[config.mk]
export PLATFORM = sky130hd
export DESIGN_NAME = pcbd_ctrl
export DESIGN_NICKNAME = d
export VERILOG_FILES = /design/src/rtl/pcbd_pkg.sv /design/src/rtl/pcbd_ctrl.sv
export VERILOG_INCLUDE_DIRS = /design/src /design/src/rtl
export SDC_FILE = /design/constraint.sdc
export NUM_CORES = 1
export LEC_CHECK = 0
export BUFFER_PORTS_ARGS = -buffer_cell sky130_fd_sc_hd__buf_2
export CORE_AREA = 8 8 45 47
export DETAILED_ROUTE_END_ITERATION = 10
export DIE_AREA = 0 0 53 55
export PLACE_DENSITY_LB_ADDON = 0.1
export SYNTH_ARGS = -nofsm -noshare
export SYNTH_HDL_FRONTEND = slang
export SYNTH_SLANG_ARGS = --single-unit
[constraint.sdc]
create_clock -name i_clk -period 1.1 [get_ports i_clk]
set_input_delay 0.22 -clock i_clk [delete_from_list [all_inputs] [get_ports i_clk]]
set_output_delay 0.22 -clock i_clk [all_outputs]
set_load 0.1 [all_outputs]
[src/rtl/prefix_code_bit_decoder_defines.svh]
// Assertion macros used by the decoder controller.
`ifndef PREFIX_CODE_BIT_DECODER_DEFINES_SVH
`define PREFIX_CODE_BIT_DECODER_DEFINES_SVH

// Check that a condition implies a consequent in the same cycle.
`define PCBD_ASSERT_SAME(label, clk, rst_n, ante, cons) \
    label: assert property (@(posedge clk) disable iff (!rst_n) (ante) |-> (cons)) \
        else $error("pcbd assertion failed");

// Check that a condition implies a consequent in the next cycle.
`define PCBD_ASSERT_NEXT(label, clk, rst_n, ante, cons) \
    label: assert property (@(posedge clk) disable iff (!rst_n) (ante) |=> (cons)) \
        else $error("pcbd assertion failed");

`endif

[src/rtl/pcbd_pkg.sv]
// Package with the types, constants and codes of the prefix code bit decoder.
package pcbd_pkg;

    localparam int NUM_CODES_DEF        = 64;
    localparam int MAX_CODE_BITS_DEF    = 29;
    localparam int MAX_SYMBOL_BYTES_DEF = 8;

    localparam int IDX_FIELD_W = 6;
    localparam int CODE_W      = 29;
    localparam int CLEN_W      = 5;
    localparam int SYM_W       = 64;
    localparam int SLEN_W      = 4;
    localparam int CFG_W       = 7;

    localparam logic REQ_WRITE  = 1'b0;
    localparam logic REQ_BIT    = 1'b1;
    localparam logic STATUS_OK  = 1'b0;
    localparam logic STATUS_BAD = 1'b1;

    typedef struct packed {
        logic                   req_type;
        logic [IDX_FIELD_W-1:0] entry_index;
        logic [CODE_W-1:0]      entry_code;
        logic [CLEN_W-1:0]      entry_code_length;
        logic [SYM_W-1:0]       entry_symbol;
        logic [SLEN_W-1:0]      entry_symbol_length;
        logic                   code_bit;
    } t_in_item;

    typedef struct packed {
        logic                   status;
        logic [IDX_FIELD_W-1:0] matched_index;
        logic [SYM_W-1:0]       symbol_word;
        logic [SLEN_W-1:0]      symbol_length;
    } t_out_item;

    typedef enum logic [1:0] {
        S_IDLE,
        S_FIND,
        S_FETCH
    } t_state;

    typedef struct packed {
        logic take;
        logic cfg_write;
        logic find;
        logic load;
    } t_cmd;

    typedef struct packed {
        logic out_full;
    } t_stat;

endpackage

[src/rtl/pcbd_ctrl.sv]
// Controller state machine of the decoder: request acceptance and result sequencing.
`include "prefix_code_bit_decoder_defines.svh"

module pcbd_ctrl import pcbd_pkg::*; (
    input  logic i_clk,
    input  logic i_rst_n,
    input  logic i_in_valid,
    input  logic i_in_is_bit,
    input  logic i_cfg_valid,
    input  logic i_out_stall,
    input  t_stat i_stat,
    output logic o_in_stall,
    output logic o_cfg_ready,
    output t_cmd o_cmd
);

    t_state r_state;
    t_state n_state;

    always_ff @(posedge i_clk) begin
        if (!i_rst_n) begin
            r_state <= S_IDLE;
        end else begin
            r_state <= n_state;
        end
    end

    always_comb begin
        n_state         = r_state;
        o_in_stall      = 1'b1;
        o_cfg_ready     = 1'b0;
        o_cmd.take      = 1'b0;
        o_cmd.cfg_write = 1'b0;
        o_cmd.find      = 1'b0;
        o_cmd.load      = 1'b0;
        unique case (r_state)
            S_IDLE: begin
                o_in_stall      = i_stat.out_full && i_out_stall;
                o_cfg_ready     = 1'b1;
                o_cmd.cfg_write = i_cfg_valid;
                o_cmd.take      = i_in_valid && !o_in_stall;
                if (o_cmd.take && i_in_is_bit) begin
                    n_state = S_FIND;
                end
            end
            S_FIND: begin
                o_cmd.find = 1'b1;
                n_state    = S_FETCH;
            end
            S_FETCH: begin
                o_cmd.load = 1'b1;
                n_state    = S_IDLE;
            end
            default: begin
                n_state = S_IDLE;
            end
        endcase
    end

    `PCBD_ASSERT_NEXT(a_bit_to_find, i_clk, i_rst_n, o_cmd.take && i_in_is_bit, r_state == S_FIND)
    `PCBD_ASSERT_NEXT(a_find_to_fetch, i_clk, i_rst_n, r_state == S_FIND, r_state == S_FETCH)
    `PCBD_ASSERT_SAME(a_load_empty, i_clk, i_rst_n, o_cmd.load, !i_stat.out_full)

endmodule

==> After elaboration in Yosys (flattened, before gate mapping) <==
Cells that the tools add are included.
{ "classes": {"n_eq_ne": 3, "mux": 7, "reduce_logical": 5} }
{ "op_table": {"columns": ["cell", "count"], "rows": [
  ["$mux W1", 4],
  ["$mux W2", 2],
  ["$pmux W2 S2", 1],
  ["$logic_and A1 B1 Y1", 3],
  ["$eq A2 B1 Y1 const B", 1],
  ["$eq A2 B2 Y1 const B", 1],
  ["$logic_not A2 Y1", 1],
  ["$ne A2 B2 Y1 const B", 1],
  ["$logic_not A1 Y1", 1]
]} }
{ "totals": {"reg_bits": 2, "inputBits": 7, "output_inout_bits": 6, "word_cells": 16} }

==> Depth between registers and ports, before layout <==
Gate-level depths: netlist of run 1.
{ "depth": {"ltp_word": 6, "depth_mapped": 2, "depth_no_buf": 2} }

==> Worst setup path after synthesis of run 1 <==
OpenSTA, ideal clock, no wires.
{ "synth_timing": {"kind": "register to output", "startpoint": "register r_state[0]", "endpoint": "output port o_cmd[2] (netlist name)", "arrival_time_ns": 2.508, "t_required_ns": 0.880, "slack_ns": -1.628, "stages_incl_launch_ff": 3, "path_buffers": 0, "path_cell_list": "dfxtp_1 nor2_1 and2_1"} }
{ "synth_lines": {"columns": ["element", "line", "source"], "rows": [
  ["start, declared", "pcbd_ctrl.sv:17", "t_state r_state;"],
  ["start signal, assigned", "pcbd_ctrl.sv:24", "r_state <= n_state;"],
  ["end, declared", "pcbd_ctrl.sv:14", "output t_cmd o_cmd"]
]} }

==> results.cfg, run 1 <==
[routing]
wl_um = 460
ant_nets = 0
drtIter0Drc = 0
via_per_inst = 3.19
vias = 150
drtPass1Iterations = 1
wl_per_cell_um = 9.79
route.detailed.drc = 0

[setup_path]
cp-startpoint = r_state[1]$_SDFFE_PN0P_
start_kind = flip-flop
crit_chain = a211o_4 -> nor2_4 -> buf_12
r2r-end = r_state[1]$_SDFFE_PN0P_
slowest_stage = a211o_4
cp-end-kind = primary output
crit_type = reg -> out
cp_slowest_stage_delay_ns = 0.32
worst_ep_required_time_ns = 0.88
rrSetupSlack_ns = 0.27
cp_max_fo = 3
endpoint = o_cmd[3]
arrival_ns = 1.14
timing.rr.start = r_state[0]$_SDFFE_PN0P_
rr_worst_depth = 3

[grt]
gr-usage-met3_pct = 3.74
gr-usage-met2_pct = 5.66
top_usage_layer = met4
track_usage_pct = 4.09
grt.overflow.total = 0
grt_max_degree = 4
grt_pass1_wl_um = 745
antenna_found_initial = 0
grt_use_met1_pct = 2.58
grt_pass1_vias = 177

[synthesis]
synth_area_leader_cell = dfxtp_1
syn-num-nets = 19
synthCells = 12
yosysTopAreaCellShare_pct = 42.7
synth_edf_count = 0
ys_seq_elements = 2
synth_top_cells_by_area = dfxtp_1 (43%), and2_1 (13%), nor2b_1 (13%)
seq_area_frac_synth_pct = 42.7
synth_flop_cell = dfxtp_1
syn_area_um2 = 93.8
synthArstFlopShare_pct = 0
avgSynthCellArea_um2 = 7.82
synthDistinctLibCells = 7
synth_top_cells_by_count = nor2_1 (3), and2_1 (2), dfxtp_1 (2), nor2b_1 (2)
yosysWarnings = 0
yosysMostFrequentCell = nor2_1

[timing]
hold_ws_ns = 0.222
max_clock_freq_mhz = 733
relSlewSlack_pct = 81.5
worstMarginPinSlew_ns = 0.279
finalSetupViolCount = 6
hold_viol_final = 0
slew_viol_final = 0
period_minus_slack_ns = 1.36
setup_ws_ns = -0.264
fin_crit_sh_pct = 124
finClkSkew_ns = 0.0102
rsz0062_at_grt = yes

[layout]
multiInputGateArea_um2 = 91.3
drive_gt1_share_pct = 83.9
reg.largest.list = r_state (2)
diodes = 0
post-route-cell-area_um2 = 354
fill_cells = 161
syn2layout_area_growth_pct = 277
instances_no_fill = 47
largest_reg_flops = 2
layout.nets = 39
regMostFlops = r_state
seqCellArea_um2 = 45.0
post-route-util_pct = 25.6

[floorplanning]
rows = 14
dieArea_um2 = 2920
ios = 13
die_w_um = 53
start_util_pct = 6.78
die_h_um = 55
design.core.area_um2 = 1380

[flow_run]
max_cap_violations = 0

[clock_tree]
cts_buffers = 3
cts_max_path_buffers = 2
cts_tree = yes
clock_latency_ns = 0.23
h-tree-depth = 1
path_clk_slew_ns = 0.04
root_buffer = clkbuf_4
holdBufCountCts = 0
cts.sinks = 2

[placed_design]
dp_cells = 43
io_buffer_count = 12
gp_congestion = 0.580
dpl_cell_area_um2 = 313

[power_and_ir_drop]
vdd_ir_drop_max_mv = 0.392
power.leakage_uw = 0.000164
powerDensity_nw_per_um2 = 1300

[min_path]
hold_class = in -> reg

[status]
violations = setup timing
outcome = complete, but fails checks
==> cell families (layout without fill, tap and decap cells) <==
logic type             after synthesis  after routing  share of synthesized area (%)
AOI/OAI and AO/OA                    1              1                           9.34
buffers and inverters                1             20                           4.00
DFF                                  2              2                           42.7
and+or+nand+nor                      8              8                           44.0
==> layer usage <==
layer / wire length [um] / share of wire [%]
met5: 0 / 0
met4: 0 / 0
met3: 54 / 12
met2: 285 / 62
met1: 120 / 26
==> what timing repair did <==
item / in CTS / in global routing
cloned: 0 / 0
pin swaps: 2 / 2
setup endpoints to repair: 6 / 6
resized for setup: 4 / 0
setup buffers: 0 / 0
==> placed cells by master (no fill, tap or decap) <==
master    n
a211o_4   1
clkbuf_1  1
buf_4     2
inv_1     1
buf_12    5
nor2_4    2
dfxtp_4   1
nor2b_4   2
and2_4    1
clkbuf_4  3
buf_6     2
nand3_1   1
buf_2     6
and2_1    1
nor2_1    1
dfxtp_2   1
==> where the power goes <==
| part | internal [uW] | total, uW | switching (uW) | leakage (uW) |
|---|---|---|---|---|
| logic | 73.0 | 199 | 126 | 0.000132 |
| clock network | 135 | 186 | 50.4 | 0.0000150 |
| registers | 74.0 | 75.8 | 1.79 | 0.0000175 |
| total | 282 | 460 | 178 | 0.000164 |
==> metrics by stage <==
stage | total power [uW] | TNS (ns) | setup slack [ns]
detailed placement | 272 | -0.194 | -0.0984
finish | 460 | -1.21 | -0.264
global route | 496 | -1.52 | -0.317
global placement | 271 | -0.186 | -0.0936
CTS | 477 | -1.32 | -0.283
floorplan | 203 | -1.31 | -0.460
==> critical path: cells and delay by family, from the launching register on <==
family	cells	cell delay, ns
AOI/OAI and AO/OA	1	0.32
buffers and inverters	1	0.18
DFF	1	0.31
and+or+nand+nor	1	0.10
==> how the worst min path moves through the flow <==
stage,startpoint,to,slack [ns],cells past startpoint
after floorplan,i_in_valid,r_state[0]$_SDFFE_PN0P_,0.34,2
after global placement,i_rst_n,r_state[1]$_SDFFE_PN0P_,0.45,2
after detailed placement,i_rst_n,r_state[1]$_SDFFE_PN0P_,0.45,2
after CTS,i_rst_n,r_state[1]$_SDFFE_PN0P_,0.21,2
after global routing,i_in_is_bit,r_state[0]$_SDFFE_PN0P_,0.22,3
final,i_in_is_bit,r_state[0]$_SDFFE_PN0P_,0.22,3
==> cell type report <==
type / instances / area share, %
Inverter: 1 / 1.06
Timing Repair Buffer: 15 / 47.3
Multi-Input combinational cell: 9 / 25.8
Sequential cell: 2 / 12.7
Clock buffer: 4 / 7.42
Tap cell: 16 / 5.65
(Power assumes the default switching activity.)
==> run 2, diff against run 1 <==
- CORE_AREA: 8 8 45 47 -> 3 3 40 42
- DIE_AREA: 0 0 53 55 -> 0 0 43 45
- MAX_ROUTING_LAYER: unset -> met4
==> results.cfg, run 2 (synthesized netlist as in run 1, its figures left out) <==
[setup_path]
worst_ep_required_time_ns = 0.88
cp-end-kind = primary output
arrival_ns = 1.15
cp_max_fo = 3
cp_slowest_stage_delay_ns = 0.33
crit_chain = a211o_4 -> nor2_4 -> buf_12
crit_type = reg -> out
slowest_stage = a211o_4
start_kind = flip-flop

[timing]
max_clock_freq_mhz = 732
rsz0062_at_grt = yes
fin_crit_sh_pct = 124
finClkSkew_ns = 0.0102
relSlewSlack_pct = 81.6
worstMarginPinSlew_ns = 0.279
finalSetupViolCount = 6
setup_ws_ns = -0.265
period_minus_slack_ns = 1.37
fin_setup_tns_ns = -1.21
hold_viol_final = 0
slew_viol_final = 0

[floorplanning]
design.core.area_um2 = 1280
ios = 13
dieArea_um2 = 1940
die_h_um = 45
die_w_um = 43
rows = 13
start_util_pct = 7.30

[layout]
regMostFlops = r_state
diodes = 0
layout.nets = 39
fill_cells = 138
largest_reg_flops = 2
drive_gt1_share_pct = 83.9
final_common_cell = buf_2
final_cell_mix = buf_2 (6), buf_12 (5), clkbuf_4 (3)
syn2layout_area_growth_pct = 276
reg.largest.list = r_state (2)

[power_and_ir_drop]
power.leakage_uw = 0.000164
vdd_ir_drop_max_mv = 0.269
p_total_uw = 459
powerDensity_nw_per_um2 = 1300

[routing]
drtIter0Drc = 0
drtPass1Iterations = 1
met1_length_um = 136
wl_met3_um = 62
wl_per_cell_um = 7.74
vias = 150
via_per_inst = 3.26
ant_nets = 0
top_layer_used = met4
wl_um = 356
wl_met2_um = 125
route.detailed.drc = 0

[clock_tree]
path_clk_slew_ns = 0.04
cts_buffers = 3
clock_latency_ns = 0.23
h-tree-depth = 1
root_buffer = clkbuf_4
cts_tree = yes
post_cts_buffers = 0
holdBufCountCts = 0
cts_max_path_buffers = 2
cts.sinks = 2

[grt]
grt_max_degree = 4
antenna_found_initial = 0
grt_pass1_wl_um = 552
grt.overflow.total = 0
grt_pass1_vias = 156
track_usage_pct = 4.88

[placed_design]
post-dp-hpwl_um = 287
gp_congestion = 0.583
io_buffer_count = 12

[status]
violations = setup timing
outcome = complete, but fails checks

[min_path]
hold_class = in -> reg

[flow_run]
max_cap_violations = 0
## run 2: cell counts in the layout (fill, tap and decap cells not counted)
Identical to the previous run, type by type.
## run 2: per-layer routing
metal,vias to the layer above,track usage [%]
met3,4,1.59
li1,75,-
met4,0,10.8
met5,-,-
met2,13,5.09
met1,58,4.32
## run 2: worst paths after layout
check	slack, ns	from	cells past startpoint	end
max	-0.27	r_state[1]$_SDFFE_PN0P_	3	o_cmd[3]
max reg2reg	0.27	r_state[0]$_SDFFE_PN0P_	3	r_state[1]$_SDFFE_PN0P_
min reg2reg	0.51	r_state[1]$_SDFFE_PN0P_	2	r_state[0]$_SDFFE_PN0P_
min	0.22	i_in_valid	3	r_state[0]$_SDFFE_PN0P_
## run 2: layout make-up
cell class / count / area, um2 / area share (%)
flip-flops and latches: 2 / 45.0 / 12.8
well taps: 15 / 18.8 / 5.32
inverters: 1 / 3.75 / 1.06
clock buffers: 4 / 26.3 / 7.45
repair buffers: 15 / 168 / 47.5
multi-input cells: 9 / 91.3 / 25.9
## run 2: power by group
part,total (uW),switching (uW),internal (uW)
Sequential,75.8,1.77,74.0
Clock,185,49.8,135
Combinational,198,125,73.3
## run 2: timing repair
| item | CTS | global route |
|---|---|---|
| resized for setup | 4 | 0 |
| hold endpoints to repair | 0 | 0 |
| endpoints found under the setup margin | 6 | 6 |
| pin swaps | 2 | 0 |
## run 2: metrics by stage
step / utilization (%) / hold slack (ns) / setup WS [ns] / std cells / area, um2
final: 27.5 / 0.216 / -0.265 / 46 / 353
after global routing: 27.5 / 0.237 / -0.313 / 46 / 353
after CTS: 27.5 / 0.206 / -0.283 / 46 / 353
after detailed placement: 24.2 / 0.450 / -0.0982 / 42 / 312
after global placement: 24.2 / 0.446 / -0.0993 / 42 / 312
after floorplan: - / 0.336 / -0.460 / 12 / 135
## run 2: worst max-delay path: cells and delay by family, from the launching register on
| family | cells | cell delay [ns] |
|---|---|---|
| compound gates | 1 | 0.33 |
| buf+inv | 1 | 0.18 |
| flops | 1 | 0.31 |
| simple gates | 1 | 0.10 |
